===== src/hw/rtl/point_queue_with_sort_macros.svh =====
`ifndef POINT_QUEUE_WITH_SORT_MACROS_SVH
`define POINT_QUEUE_WITH_SORT_MACROS_SVH

// same-cycle and next-cycle implication checks, clocked by clk, off in reset

`ifndef SYNTH
`define PQS_ASSERT_IMP(lbl, ante, cons, msg) \
    lbl: assert property (@(posedge clk) disable iff (!rst_n) (ante) |-> (cons)) \
        else $error(msg);
`define PQS_ASSERT_NXT(lbl, ante, cons, msg) \
    lbl: assert property (@(posedge clk) disable iff (!rst_n) (ante) |=> (cons)) \
        else $error(msg);
`else
`define PQS_ASSERT_IMP(lbl, ante, cons, msg)
`define PQS_ASSERT_NXT(lbl, ante, cons, msg)
`endif

`endif


===== src/hw/rtl/pqs_pkg.sv =====
package pqs_pkg;

    localparam int COORD_W       = 16;
    localparam int OP_W          = 2;
    localparam int STATUS_W      = 2;
    localparam int COUNT_W       = 7;
    localparam int DEPTH_DEFAULT = 64;

    localparam logic [OP_W-1:0] OP_PUSH = 2'd0;
    localparam logic [OP_W-1:0] OP_POP  = 2'd1;
    localparam logic [OP_W-1:0] OP_SORT = 2'd2;

    localparam logic [STATUS_W-1:0] STATUS_OK    = 2'd0;
    localparam logic [STATUS_W-1:0] STATUS_FULL  = 2'd1;
    localparam logic [STATUS_W-1:0] STATUS_EMPTY = 2'd2;

    typedef struct packed {
        logic signed [COORD_W-1:0] x;
        logic signed [COORD_W-1:0] y;
    } pqs_point_t;

    typedef struct packed {
        logic [OP_W-1:0]           operation;
        logic signed [COORD_W-1:0] in_x;
        logic signed [COORD_W-1:0] in_y;
    } pqs_in_t;

    typedef struct packed {
        logic signed [COORD_W-1:0] out_x;
        logic signed [COORD_W-1:0] out_y;
        logic [STATUS_W-1:0]       status;
        logic [COUNT_W-1:0]        count;
        logic                      is_empty;
    } pqs_out_t;

    typedef struct packed {
        logic busy;
        logic done;
    } pqs_sort_stat_t;

    // lexicographic order, x first then y, signed
    function automatic logic pqs_after(input pqs_point_t a, input pqs_point_t b);
        logic res;
        if (a.x != b.x)
        begin
            res = (a.x > b.x);
        end
        else
        begin
            res = (a.y > b.y);
        end
        return res;
    endfunction

endpackage


===== src/hw/rtl/pqs_ram.sv =====
module pqs_ram #(
    parameter int WIDTH = 32,
    parameter int DEPTH = 64
) (
    input  logic                     clk,
    input  logic                     wr_en,
    input  logic [$clog2(DEPTH)-1:0] wr_addr,
    input  logic [WIDTH-1:0]         wr_data,
    input  logic                     rd_en,
    input  logic [$clog2(DEPTH)-1:0] rd_addr,
    output logic [WIDTH-1:0]         rd_data
);

    logic [WIDTH-1:0] mem [DEPTH];
    logic [WIDTH-1:0] rd_data_reg;

    always_ff @(posedge clk)
    begin
        if (wr_en)
        begin
            mem[wr_addr] <= wr_data;
        end
        if (rd_en)
        begin
            rd_data_reg <= mem[rd_addr];
        end
    end

    assign rd_data = rd_data_reg;

endmodule


===== src/hw/rtl/pqs_sorter.sv =====
module pqs_sorter #(
    parameter int DEPTH = pqs_pkg::DEPTH_DEFAULT
) (
    input  logic                       clk,
    input  logic                       rst_n,
    input  logic                       start,
    input  logic [$clog2(DEPTH)-1:0]   head,
    input  logic [$clog2(DEPTH+1)-1:0] count,
    input  pqs_pkg::pqs_point_t        rd_data,
    output pqs_pkg::pqs_sort_stat_t    stat,
    output logic                       rd_en,
    output logic [$clog2(DEPTH)-1:0]   rd_addr,
    output logic                       wr_en,
    output logic [$clog2(DEPTH)-1:0]   wr_addr,
    output pqs_pkg::pqs_point_t        wr_data
);

    import pqs_pkg::*;

    localparam int AW = $clog2(DEPTH);
    localparam int CW = $clog2(DEPTH + 1);

    localparam logic [2:0] S_IDLE  = 3'd0;
    localparam logic [2:0] S_LOAD  = 3'd1;
    localparam logic [2:0] S_FIRST = 3'd2;
    localparam logic [2:0] S_STEP  = 3'd3;
    localparam logic [2:0] S_TAIL  = 3'd4;

    logic [2:0]    state_reg, state_next;
    logic [AW-1:0] idx_reg, idx_next;
    logic [AW-1:0] last_reg, last_next;
    pqs_point_t    carry_reg, carry_next;

    function automatic logic [AW-1:0] slot_of(input logic [AW-1:0] base,
                                              input logic [AW-1:0] off);
        logic [AW:0] sum;
        sum = {1'b0, base} + {1'b0, off};
        if (sum >= (AW+1)'(DEPTH))
        begin
            sum = sum - (AW+1)'(DEPTH);
        end
        return sum[AW-1:0];
    endfunction

    // one bubble pass per round: the larger point rides along in carry_reg,
    // the smaller one is written back one slot behind the read pointer
    always_comb
    begin
        state_next = state_reg;
        idx_next   = idx_reg;
        last_next  = last_reg;
        carry_next = carry_reg;
        rd_en      = 1'b0;
        rd_addr    = head;
        wr_en      = 1'b0;
        wr_addr    = head;
        wr_data    = carry_reg;
        stat.busy  = (state_reg != S_IDLE);
        stat.done  = 1'b0;
        case (state_reg)
            S_IDLE:
            begin
                if (start)
                begin
                    last_next  = AW'(count - CW'(1));
                    state_next = S_LOAD;
                end
            end
            S_LOAD:
            begin
                rd_en      = 1'b1;
                rd_addr    = head;
                idx_next   = AW'(1);
                state_next = S_FIRST;
            end
            S_FIRST:
            begin
                carry_next = rd_data;
                rd_en      = 1'b1;
                rd_addr    = slot_of(head, idx_reg);
                state_next = S_STEP;
            end
            S_STEP:
            begin
                wr_en   = 1'b1;
                wr_addr = slot_of(head, idx_reg - AW'(1));
                if (pqs_after(carry_reg, rd_data))
                begin
                    wr_data = rd_data;
                end
                else
                begin
                    wr_data    = carry_reg;
                    carry_next = rd_data;
                end
                if (idx_reg != last_reg)
                begin
                    rd_en    = 1'b1;
                    rd_addr  = slot_of(head, idx_reg + AW'(1));
                    idx_next = idx_reg + AW'(1);
                end
                else
                begin
                    state_next = S_TAIL;
                end
            end
            S_TAIL:
            begin
                wr_en   = 1'b1;
                wr_addr = slot_of(head, last_reg);
                wr_data = carry_reg;
                if (last_reg == AW'(1))
                begin
                    stat.done  = 1'b1;
                    state_next = S_IDLE;
                end
                else
                begin
                    last_next  = last_reg - AW'(1);
                    state_next = S_LOAD;
                end
            end
            default:
            begin
                state_next = S_IDLE;
            end
        endcase
    end

    always_ff @(posedge clk or negedge rst_n)
    begin
        if (!rst_n)
        begin
            state_reg <= S_IDLE;
            idx_reg   <= '0;
            last_reg  <= '0;
        end
        else
        begin
            state_reg <= state_next;
            idx_reg   <= idx_next;
            last_reg  <= last_next;
        end
    end

    always_ff @(posedge clk)
    begin
        carry_reg <= carry_next;
    end

endmodule


===== src/hw/rtl/point_queue_with_sort.sv =====
// result is registered: it shows in the cycle after the last cycle of an item
// push, pop of the last point, failed pop, no-op, sort of at most one point: no point-memory read
// pop that leaves points behind: one point-memory read for the new head
// sort of n points: one bubble pass per memory sweep, then a point-memory read for the new head
// a result held by rsp_stall blocks the next transaction
// reset (async, active low) empties the queue; point memory is not cleared
`include "point_queue_with_sort_macros.svh"

module point_queue_with_sort #(
    parameter int DEPTH = pqs_pkg::DEPTH_DEFAULT
) (
    input  logic             clk,
    input  logic             rst_n,
    input  logic             cmd_valid,
    output logic             cmd_stall,
    input  pqs_pkg::pqs_in_t cmd,
    output logic             rsp_valid,
    input  logic             rsp_stall,
    output pqs_pkg::pqs_out_t rsp
);

    import pqs_pkg::*;

    localparam int AW = $clog2(DEPTH);
    localparam int CW = $clog2(DEPTH + 1);
    localparam int PW = $bits(pqs_point_t);

    localparam logic [1:0] ST_IDLE = 2'd0;
    localparam logic [1:0] ST_SORT = 2'd1;
    localparam logic [1:0] ST_READ = 2'd2;
    localparam logic [1:0] ST_LOAD = 2'd3;

    logic [1:0]    state_reg, state_next;
    logic [AW-1:0] head_reg, head_next;
    logic [CW-1:0] count_reg, count_next;
    pqs_point_t    head_pt_reg, head_pt_next;
    pqs_point_t    pend_pt_reg, pend_pt_next;
    logic          pend_pop_reg, pend_pop_next;
    pqs_out_t      rsp_reg, rsp_next;
    logic          rsp_valid_reg, rsp_valid_next;

    logic           accept;
    logic           load_rsp;
    pqs_point_t     res_pt;
    logic [1:0]     res_status;
    pqs_point_t     in_pt;
    pqs_point_t     head_or_zero;
    logic           sort_start;
    pqs_sort_stat_t sort_stat;

    logic          ram_rd_en, ram_wr_en;
    logic [AW-1:0] ram_rd_addr, ram_wr_addr;
    pqs_point_t    ram_wr_data, ram_rd_data;
    logic [PW-1:0] ram_rd_bits;

    logic          srt_rd_en, srt_wr_en;
    logic [AW-1:0] srt_rd_addr, srt_wr_addr;
    pqs_point_t    srt_wr_data;

    function automatic logic [AW-1:0] slot_of(input logic [AW-1:0] base,
                                              input logic [AW-1:0] off);
        logic [AW:0] sum;
        sum = {1'b0, base} + {1'b0, off};
        if (sum >= (AW+1)'(DEPTH))
        begin
            sum = sum - (AW+1)'(DEPTH);
        end
        return sum[AW-1:0];
    endfunction

    assign cmd_stall    = !((state_reg == ST_IDLE) && (!rsp_valid_reg || !rsp_stall));
    assign accept       = cmd_valid && !cmd_stall;
    assign in_pt.x      = cmd.in_x;
    assign in_pt.y      = cmd.in_y;
    assign head_or_zero = (count_reg == '0) ? '0 : head_pt_reg;
    assign ram_rd_data  = ram_rd_bits;

    always_comb
    begin
        state_next    = state_reg;
        head_next     = head_reg;
        count_next    = count_reg;
        head_pt_next  = head_pt_reg;
        pend_pt_next  = pend_pt_reg;
        pend_pop_next = pend_pop_reg;
        load_rsp      = 1'b0;
        res_pt        = head_or_zero;
        res_status    = STATUS_OK;
        sort_start    = 1'b0;
        ram_rd_en     = 1'b0;
        ram_rd_addr   = head_reg;
        ram_wr_en     = 1'b0;
        ram_wr_addr   = slot_of(head_reg, count_reg[AW-1:0]);
        ram_wr_data   = in_pt;
        case (state_reg)
            ST_IDLE:
            begin
                if (accept)
                begin
                    case (cmd.operation)
                        OP_PUSH:
                        begin
                            load_rsp = 1'b1;
                            if (count_reg == CW'(DEPTH))
                            begin
                                res_status = STATUS_FULL;
                            end
                            else
                            begin
                                ram_wr_en  = 1'b1;
                                count_next = count_reg + CW'(1);
                                if (count_reg == '0)
                                begin
                                    head_pt_next = in_pt;
                                    res_pt       = in_pt;
                                end
                            end
                        end
                        OP_POP:
                        begin
                            if (count_reg == '0)
                            begin
                                load_rsp   = 1'b1;
                                res_status = STATUS_EMPTY;
                            end
                            else
                            begin
                                count_next = count_reg - CW'(1);
                                head_next  = slot_of(head_reg, AW'(1));
                                if (count_reg == CW'(1))
                                begin
                                    load_rsp = 1'b1;
                                    res_pt   = head_pt_reg;
                                end
                                else
                                begin
                                    // fetch the new head, report the old one after
                                    ram_rd_en     = 1'b1;
                                    ram_rd_addr   = slot_of(head_reg, AW'(1));
                                    pend_pt_next  = head_pt_reg;
                                    pend_pop_next = 1'b1;
                                    state_next    = ST_LOAD;
                                end
                            end
                        end
                        OP_SORT:
                        begin
                            if (count_reg > CW'(1))
                            begin
                                sort_start    = 1'b1;
                                pend_pop_next = 1'b0;
                                state_next    = ST_SORT;
                            end
                            else
                            begin
                                load_rsp = 1'b1;
                            end
                        end
                        default:
                        begin
                            load_rsp = 1'b1;
                        end
                    endcase
                end
            end
            ST_SORT:
            begin
                ram_rd_en   = srt_rd_en;
                ram_rd_addr = srt_rd_addr;
                ram_wr_en   = srt_wr_en;
                ram_wr_addr = srt_wr_addr;
                ram_wr_data = srt_wr_data;
                if (sort_stat.done)
                begin
                    state_next = ST_READ;
                end
            end
            ST_READ:
            begin
                ram_rd_en   = 1'b1;
                ram_rd_addr = head_reg;
                state_next  = ST_LOAD;
            end
            ST_LOAD:
            begin
                head_pt_next = ram_rd_data;
                load_rsp     = 1'b1;
                res_pt       = pend_pop_reg ? pend_pt_reg : ram_rd_data;
                state_next   = ST_IDLE;
            end
            default:
            begin
                state_next = ST_IDLE;
            end
        endcase
    end

    always_comb
    begin
        rsp_next.out_x    = res_pt.x;
        rsp_next.out_y    = res_pt.y;
        rsp_next.status   = res_status;
        rsp_next.count    = COUNT_W'(count_next);
        rsp_next.is_empty = (count_next == '0);
        rsp_valid_next    = load_rsp || (rsp_valid_reg && rsp_stall);
    end

    always_ff @(posedge clk or negedge rst_n)
    begin
        if (!rst_n)
        begin
            state_reg     <= ST_IDLE;
            head_reg      <= '0;
            count_reg     <= '0;
            pend_pop_reg  <= 1'b0;
            rsp_valid_reg <= 1'b0;
        end
        else
        begin
            state_reg     <= state_next;
            head_reg      <= head_next;
            count_reg     <= count_next;
            pend_pop_reg  <= pend_pop_next;
            rsp_valid_reg <= rsp_valid_next;
        end
    end

    always_ff @(posedge clk)
    begin
        head_pt_reg <= head_pt_next;
        pend_pt_reg <= pend_pt_next;
        if (load_rsp)
        begin
            rsp_reg <= rsp_next;
        end
    end

    assign rsp_valid = rsp_valid_reg;
    assign rsp       = rsp_reg;

    pqs_sorter #(
        .DEPTH(DEPTH)
    ) u_sorter (
        .clk     (clk),
        .rst_n   (rst_n),
        .start   (sort_start),
        .head    (head_reg),
        .count   (count_reg),
        .rd_data (ram_rd_data),
        .stat    (sort_stat),
        .rd_en   (srt_rd_en),
        .rd_addr (srt_rd_addr),
        .wr_en   (srt_wr_en),
        .wr_addr (srt_wr_addr),
        .wr_data (srt_wr_data)
    );

    pqs_ram #(
        .WIDTH(PW),
        .DEPTH(DEPTH)
    ) u_ram (
        .clk     (clk),
        .wr_en   (ram_wr_en),
        .wr_addr (ram_wr_addr),
        .wr_data (ram_wr_data),
        .rd_en   (ram_rd_en),
        .rd_addr (ram_rd_addr),
        .rd_data (ram_rd_bits)
    );

    `PQS_ASSERT_IMP(a_count_bound, 1'b1, count_reg <= CW'(DEPTH), "count above depth")
    `PQS_ASSERT_IMP(a_sort_owned, sort_stat.busy, state_reg == ST_SORT,
                    "sorter runs outside sort")
    `PQS_ASSERT_NXT(a_pop_fetch,
                    accept && (cmd.operation == OP_POP) && (count_reg > CW'(1)),
                    state_reg == ST_LOAD && !rsp_valid_reg, "pop did not fetch new head")
    `PQS_ASSERT_NXT(a_rsp_hold, rsp_valid_reg && rsp_stall,
                    rsp_valid_reg && $stable(rsp_reg), "pending result overwritten")

endmodule


===== config.mk =====
export PLATFORM = sky130hd
export DESIGN_NAME = point_queue_with_sort
export DESIGN_NICKNAME = d
export VERILOG_FILES = /design/src/hw/rtl/pqs_pkg.sv /design/src/hw/rtl/pqs_ram.sv /design/src/hw/rtl/pqs_sorter.sv /design/src/hw/rtl/point_queue_with_sort.sv
export VERILOG_INCLUDE_DIRS = /design/src /design/src/hw/rtl
export SDC_FILE = /design/constraint.sdc
export NUM_CORES = 2
export LEC_CHECK = 0
export ABC_AREA = 1
export BUFFER_PORTS_ARGS = -buffer_cell sky130_fd_sc_hd__buf_2
export CAP_MARGIN = 40
export CELL_PAD_IN_SITES_DETAIL_PLACEMENT = 2
export CELL_PAD_IN_SITES_GLOBAL_PLACEMENT = 2
export CORE_ASPECT_RATIO = 1.75
export CORE_MARGIN = 1
export CORE_UTILIZATION = 25
export CTS_BUF_LIST = sky130_fd_sc_hd__clkbuf_2
export CTS_CLUSTER_DIAMETER = 150
export DETAILED_ROUTE_END_ITERATION = 8
export PLACE_DENSITY_LB_ADDON = 0.2
export SLEW_MARGIN = 5
export SYNTH_ARGS = -nofsm -noshare
export SYNTH_HDL_FRONTEND = slang
export SYNTH_SLANG_ARGS = --single-unit

===== constraint.sdc =====
create_clock -name clk -period 5.3 [get_ports clk]
set_input_delay 0.53 -clock clk [delete_from_list [all_inputs] [get_ports clk]]
set_output_delay 0.53 -clock clk [all_outputs]
set_load 0.03 [all_outputs]

# Yosys cells after proc, flatten, opt, wreduce, memory -nomap -nowiden
# Memories as Yosys holds them, arrays and structs flattened. A register that Yosys moved wholly into a read port is not among the register bits.
# Index checks and enable logic that the tools add are counted.
dict set report word_totals {
  register_bits 170
  mem_bits_rw 2048
  in_bits 38
  out_inout_bits 44
  wordCells 199
  memories 1
}
dict set report classes {
  addsub 17
  order_cmp 9
  eq_ne 31
  n_mux 90
  n_bitwise 2
  n_reduce_logical 30
}
# name words word_bits read_ports rd_ports_with_merged_regs wr line
set memory_table {}
lappend memory_table {u_ram.mem 64 32 1 1 1 pqs_ram.sv:14} ;# logic [WIDTH-1:0] mem [DEPTH];
# operator count
set op_table {}
lappend op_table {{$mux 32} 15}
lappend op_table {{$pmux 32 s2} 4}
lappend op_table {{$mux 6} 15}
lappend op_table {{$pmux 6 s2} 5}
lappend op_table {{$sub 6x1->6 const B} 8}
lappend op_table {{$ge 7x7->1 const B} 6}
lappend op_table {{$add 6x6->7} 5}
lappend op_table {{$gt 16x16->1} 2}
lappend op_table {{$mux 1} 28}
lappend op_table {{$mux 7} 4}
lappend op_table {{$ne 2x2->1 const B} 10}
lappend op_table {{$ne 16x16->1} 1}
lappend op_table {{$pmux 3 s5} 1}
lappend op_table {{$logic_not 7->1} 2}
lappend op_table {{$pmux 7 s2} 1}
lappend op_table {{$mux 2} 6}
lappend op_table {{$reduce_and 6->1} 2}
lappend op_table {{$pmux 1 s2} 5}
lappend op_table {{$reduce_and 5->1} 2}
lappend op_table {{$reduce_bool 2->1} 5}
lappend op_table {{$ne 3x3->1 const B} 3}
lappend op_table {{$pmux 2 s2} 2}
lappend op_table {{$pmux 2 s4} 1}
lappend op_table {{$reduce_and 2->1} 4}
lappend op_table {{27 further kinds} 42}

# Longest topological paths before layout
dict set report logic_depth {
  depth_word 8
  depth_mapped 24
  mapped_depth_nobuf 21
}

# Cells and area by module
# From an unflattened synthesis, not the netlist that was laid out.
dict set report hier_totals {
  cells_unflattened 8214
  area_unflattened_um2 94443.1
}
# module instances cells_each area_per_inst_um2 seq_area_each_um2
set modules_own_cells {}
lappend modules_own_cells {pqs_ram 1 6785 83106.0 62459.9}
lappend modules_own_cells {point_queue_with_sort 1 846 7038.0 3608.5}
lappend modules_own_cells {pqs_sorter 1 583 4299.1 1336.3}

# Least setup slack after synthesis
# No wires, ideal clock.
dict set report synth_timing {
  path_kind {reg-to-reg}
  start {register u_sorter.state_reg[0]}
  end {memory u_ram.mem[48][0], enable pin}
  setup_time_ns 0.421
  arrival_time_ns 4.271
  path_slack_ns 0.608
  path_stages_with_launch 20
  cell_sequence {dfrtp_1 -> nor2_1 -> inv_1 -> nor2_1 -> inv_1 -> o21ai_0 -> ha_1 -> nand2_1 -> nand2_1 -> a21oi_1 -> or2_2 -> nand2_1 -> a21oi_1 -> o21ai_0 -> a21oi_1 -> o21ai_0 -> a21o_1 -> nand2_1 -> nand3_1 -> nor2_1}
}
dict set report synth_between {
  elab_chain_len 6
  word_cells_on_any_way 9
  classes_between {eq/ne: 2; mux: 6; reduce/logical: 1}
}
# item line
set synth_rtl {}
lappend synth_rtl {{start: declaration} pqs_sorter.sv:29} ;# logic [2:0] state_reg, state_next;
lappend synth_rtl {{start signal: assignment} pqs_sorter.sv:140} ;# state_reg <= state_next;
lappend synth_rtl {{$eq 3x2->1 / $eq 3x3->1 (equally long branches)} pqs_sorter.sv:60} ;# case (state_reg)
lappend synth_rtl {{$reduce_or 2->1 (no line)} --}
lappend synth_rtl {{$mux 1} pqs_sorter.sv:60}
lappend synth_rtl {{$pmux 1 s2} point_queue_with_sort.sv:95} ;# case (state_reg)
lappend synth_rtl {{$mux 1} pqs_ram.sv:19} ;# if (wr_en)
lappend synth_rtl {{$mux 1 (not written as such)} pqs_ram.sv:21} ;# mem[wr_addr] <= wr_data;
lappend synth_rtl {{end: declaration} pqs_ram.sv:14}
# Several ways; a longest one is shown, not always the timed one.

# Worst setup path after layout
dict set report layout_timing {
  start {register count_reg[1]}
  end {register u_ram.rd_data_reg[2], in the netlist u_ram.rd_data[2] (read register of u_ram.mem) (data pin)}
}
dict set report layout_between {
  elab_chain_len 6
  word_cells_on_any_way 12
  classes_between {eq/ne: 1; mux: 10; reduce/logical: 1}
}
# item line
set layout_rtl {}
lappend layout_rtl {{start: declaration} point_queue_with_sort.sv:35} ;# logic [CW-1:0] count_reg, count_next;
lappend layout_rtl {{start signal: assignment} point_queue_with_sort.sv:222} ;# count_reg <= count_next;
lappend layout_rtl {{$eq 7x1->1} point_queue_with_sort.sv:130} ;# if (count_reg == CW'(1))
lappend layout_rtl {{$mux 1 / $mux 6 (equally long branches)} point_queue_with_sort.sv:130}
lappend layout_rtl {{$mux 1 / $mux 6 (equally long branches)} point_queue_with_sort.sv:121} ;# if (count_reg == '0)
lappend layout_rtl {{$mux 1 / $mux 6 (equally long branches)} point_queue_with_sort.sv:100} ;# case (cmd.operation)
lappend layout_rtl {{$mux 1 / $mux 6 (equally long branches)} point_queue_with_sort.sv:98} ;# if (accept)
lappend layout_rtl {{$pmux 1 s3 / $pmux 6 s2 (equally long branches)} point_queue_with_sort.sv:95}
lappend layout_rtl {{end: declaration} pqs_ram.sv:15} ;# logic [WIDTH-1:0] rd_data_reg;
# Several ways; a longest one is shown, not always the timed one.
# A chain may end at the register's enable or synchronous reset.

==> flow_summary.toml <==
[clock_tree]
clockBufferDepth = 4
clkTransAtPathRegs_ns = 0.13
hold_buffers = 115
htree_levels = 6
ctsResizeCount = 0
cts.sinks = 2250
cts_tree = "done"
clk_latency_ns = 2.00
root_buffer = "clkbuf_2"
cts_setup_buffers = 0
cts-buffers-inserted = 564

[floorplanning]
dieArea_um2 = 410000
ioPinCount = 82
die_x_um = 484
initial_core_util_pct = 25.1
core_um2 = 405000
rows = 309
die_h_um = 846

[timing]
finalSetupTns_ns = 0
period_share_pct = 93.5
max_freq_ghz = 0.202
rsz0062_at_grt = "false"
maxSlewHeadroom_pct = 35.9
finClkSkew_ns = 0.235
setup_viol = 0
hold_viol = 0
tightest_slew_ns = 0.961
layout_min_cycle_time_ns = 4.96
drv_slew = 0

[yosys]
synth_cells = 9433
synth_seq_area_share_pct = 66.2
async_flop_share_pct = 1.42
synth_cell_types = 51
synthFlopType = "edfxtp_1"
synth_seq_cells = 2250
syn_area_um2 = 102000
syn_nets = 9543
synth_enable_flop_cells = 2218
synth_warnings = 0
syn_avg_cell_area_um2 = 10.8

[critical_path]
required_ns = 6.98
crit_arrival_ns = 6.63
critPathLaunchType = "register"
crit_type = "register to register"
end_kind = "register"
worstPathMaxFanout = 46

[drt]
totalWireLength_um = 412000
vias = 74600
ant_nets = 0
drc = 0
vias_per_cell = 4.74
drt-initial-drc-count = 3609
first_pass_iters = 5
wl_per_cell_um = 26.2

[placement]
dpl_cell_area_um2 = 111000
place_congestion = 0.801
dp_hpwl_um = 266000
portBuffers = 81

[final_layout]
fill_cells = 44300
final_area_um2 = 118000
mostFrequentLayoutCells = "2218 x edfxtp_1, 2212 x nand3_1, 1636 x nand2_1, 1502 x inv_1, 767 x clkbuf_2"
largest_register_ffs = 2048
layout.nets = 10100
syn_to_final_growth_pct = 15.5
layout_commonest_cell = "edfxtp_1"
drive_gt1_share_pct = 14.0

[global_route]
grt_pass1_wl_um = 591000
grt_pass1_vias = 83400
grt-ovfl-total = 0
grt_max_degree = 118
grtUsageTotal_pct = 19.8
antenna_found_initial = 19

[power]
power.density_nw_per_um2 = 269
ir_drop_mv = 0.165
p_leak_nw = 43.6

[hold_path]
hold_class = "input pin to register"

[job]
drv_cap = 0

[outcome]
status = "finished, final reports clean"
-- critical path, stage by stage (launching register included) --
cell     delay [ns]
dfrtp_1        0.53
inv_1          0.11
ha_1           0.25
nand2_4        0.13
nor2_8         0.06
nor2_8         0.21
nand2_8        0.11
nand2_2        0.09
nand2_1        0.06
nand2_1        0.16
nand2_8        0.26
nand2_8        0.27
buf_4          0.53
buf_4          0.58
nand2_1        0.11
nand3_1        0.11
nand3_1        0.18
nand3_1        0.14
nand3_1        0.22
nand3_1        0.30
nand2_1        0.09
-- final cells by class --
| cell class | instances | area, um^2 | area share (%) |
|---|---|---|---|
| multi-input cells | 5082 | 26400 | 22.5 |
| inverters | 1515 | 5710 | 4.85 |
| well taps | 5287 | 6620 | 5.62 |
| repair buffers | 607 | 6410 | 5.45 |
| clock buffers | 767 | 3840 | 3.26 |
| clock inverters | 197 | 1180 | 1.00 |
| diodes | 16 | 40.0 | 0.0340 |
| flip-flops and latches | 2250 | 67400 | 57.3 |
-- synthesized netlist by cell type, types with 20 or more instances --
cell type  instances  area share (%)
edfxtp_1        2218              65
nand3_1         2213              11
nand2_1         1672             6.2
inv_1           1504             5.5
nand3b_1         640             4.7
buf_2            306             1.5
o21ai_0          182            0.89
clkbuf_1         174            0.64
nor2_1           117            0.43
a21oi_1           73            0.36
ha_1              68            0.84
buf_6             56            0.62
buf_1             41            0.15
dfrtp_1           32            0.79
xor2_1            20            0.17
-- stage by stage --
step / hold WS, ns / cells / utilization, % / total power [mW] / setup WS (ns)
after detailed placement: 0.439 / 14600 / 27.5 / 19.7 / 0.275
after floorplan: 0.234 / 9433 / - / 19.6 / 0.608
after global routing: 0.184 / 15700 / 29.0 / 33.0 / 0.00211
after CTS: 0.00420 / 15700 / 29.0 / 32.3 / 0.206
final: 0.291 / 15700 / 29.0 / 31.7 / 0.345
after global placement: 0.434 / 14600 / 27.4 / 19.7 / 0.352
-- where the power goes --
group	total (mW)	switching [mW]	internal [mW]	leakage (nW)
logic	0.117	0.0463	0.0707	26.0
registers	19.2	0.0000000000000000208	19.2	13.8
clock network	12.3	7.70	4.64	3.78
-- cells by family (layout without fill, tap and decap cells) --
group,count (synthesis),in the layout,share of synthesized area (%)
AO/OA/AOI/OAI,293,293,1.54
XOR/XNOR,30,30,0.258
adder cells (fa/ha/maj),72,72,0.914
buffers and inverters,2101,3086,8.56
flip-flops,2250,2250,66.2
other,0,16,0
AND/OR/NAND/NOR,4687,4687,22.5
-- path summary, 6_finish.rpt --
path	from	end	slack, ns	cells after the start
max	count_reg[1]$_DFF_PN0_	u_ram.rd_data[2]$_DFFE_PP_	0.34	20
min	cmd[27]	rsp[37]$_DFFE_PP_	0.29	7
max reg2reg	count_reg[1]$_DFF_PN0_	u_ram.rd_data[2]$_DFFE_PP_	0.34	20
min reg2reg	head_pt_reg[13]$_DFFE_PP_	pend_pt_reg[13]$_DFFE_PP_	0.42	0
max in group asynchronous	rst_n	count_reg[6]$_DFF_PN0_	3.85	7
min in group asynchronous	rst_n	u_sorter.state_reg[2]$_DFFE_PN0P_	0.66	5
-- metal layers --
metal / GRT usage [%] / up-vias / share of wire [%]
met5: 0 / - / 0.010
met4: 7.05 / 6 / 3.6
met3: 2.26 / 731 / 2.7
met2: 39.4 / 1324 / 56
met1: 21.0 / 39000 / 38
li1: - / 33500 / -
(Power assumes the default switching activity.)
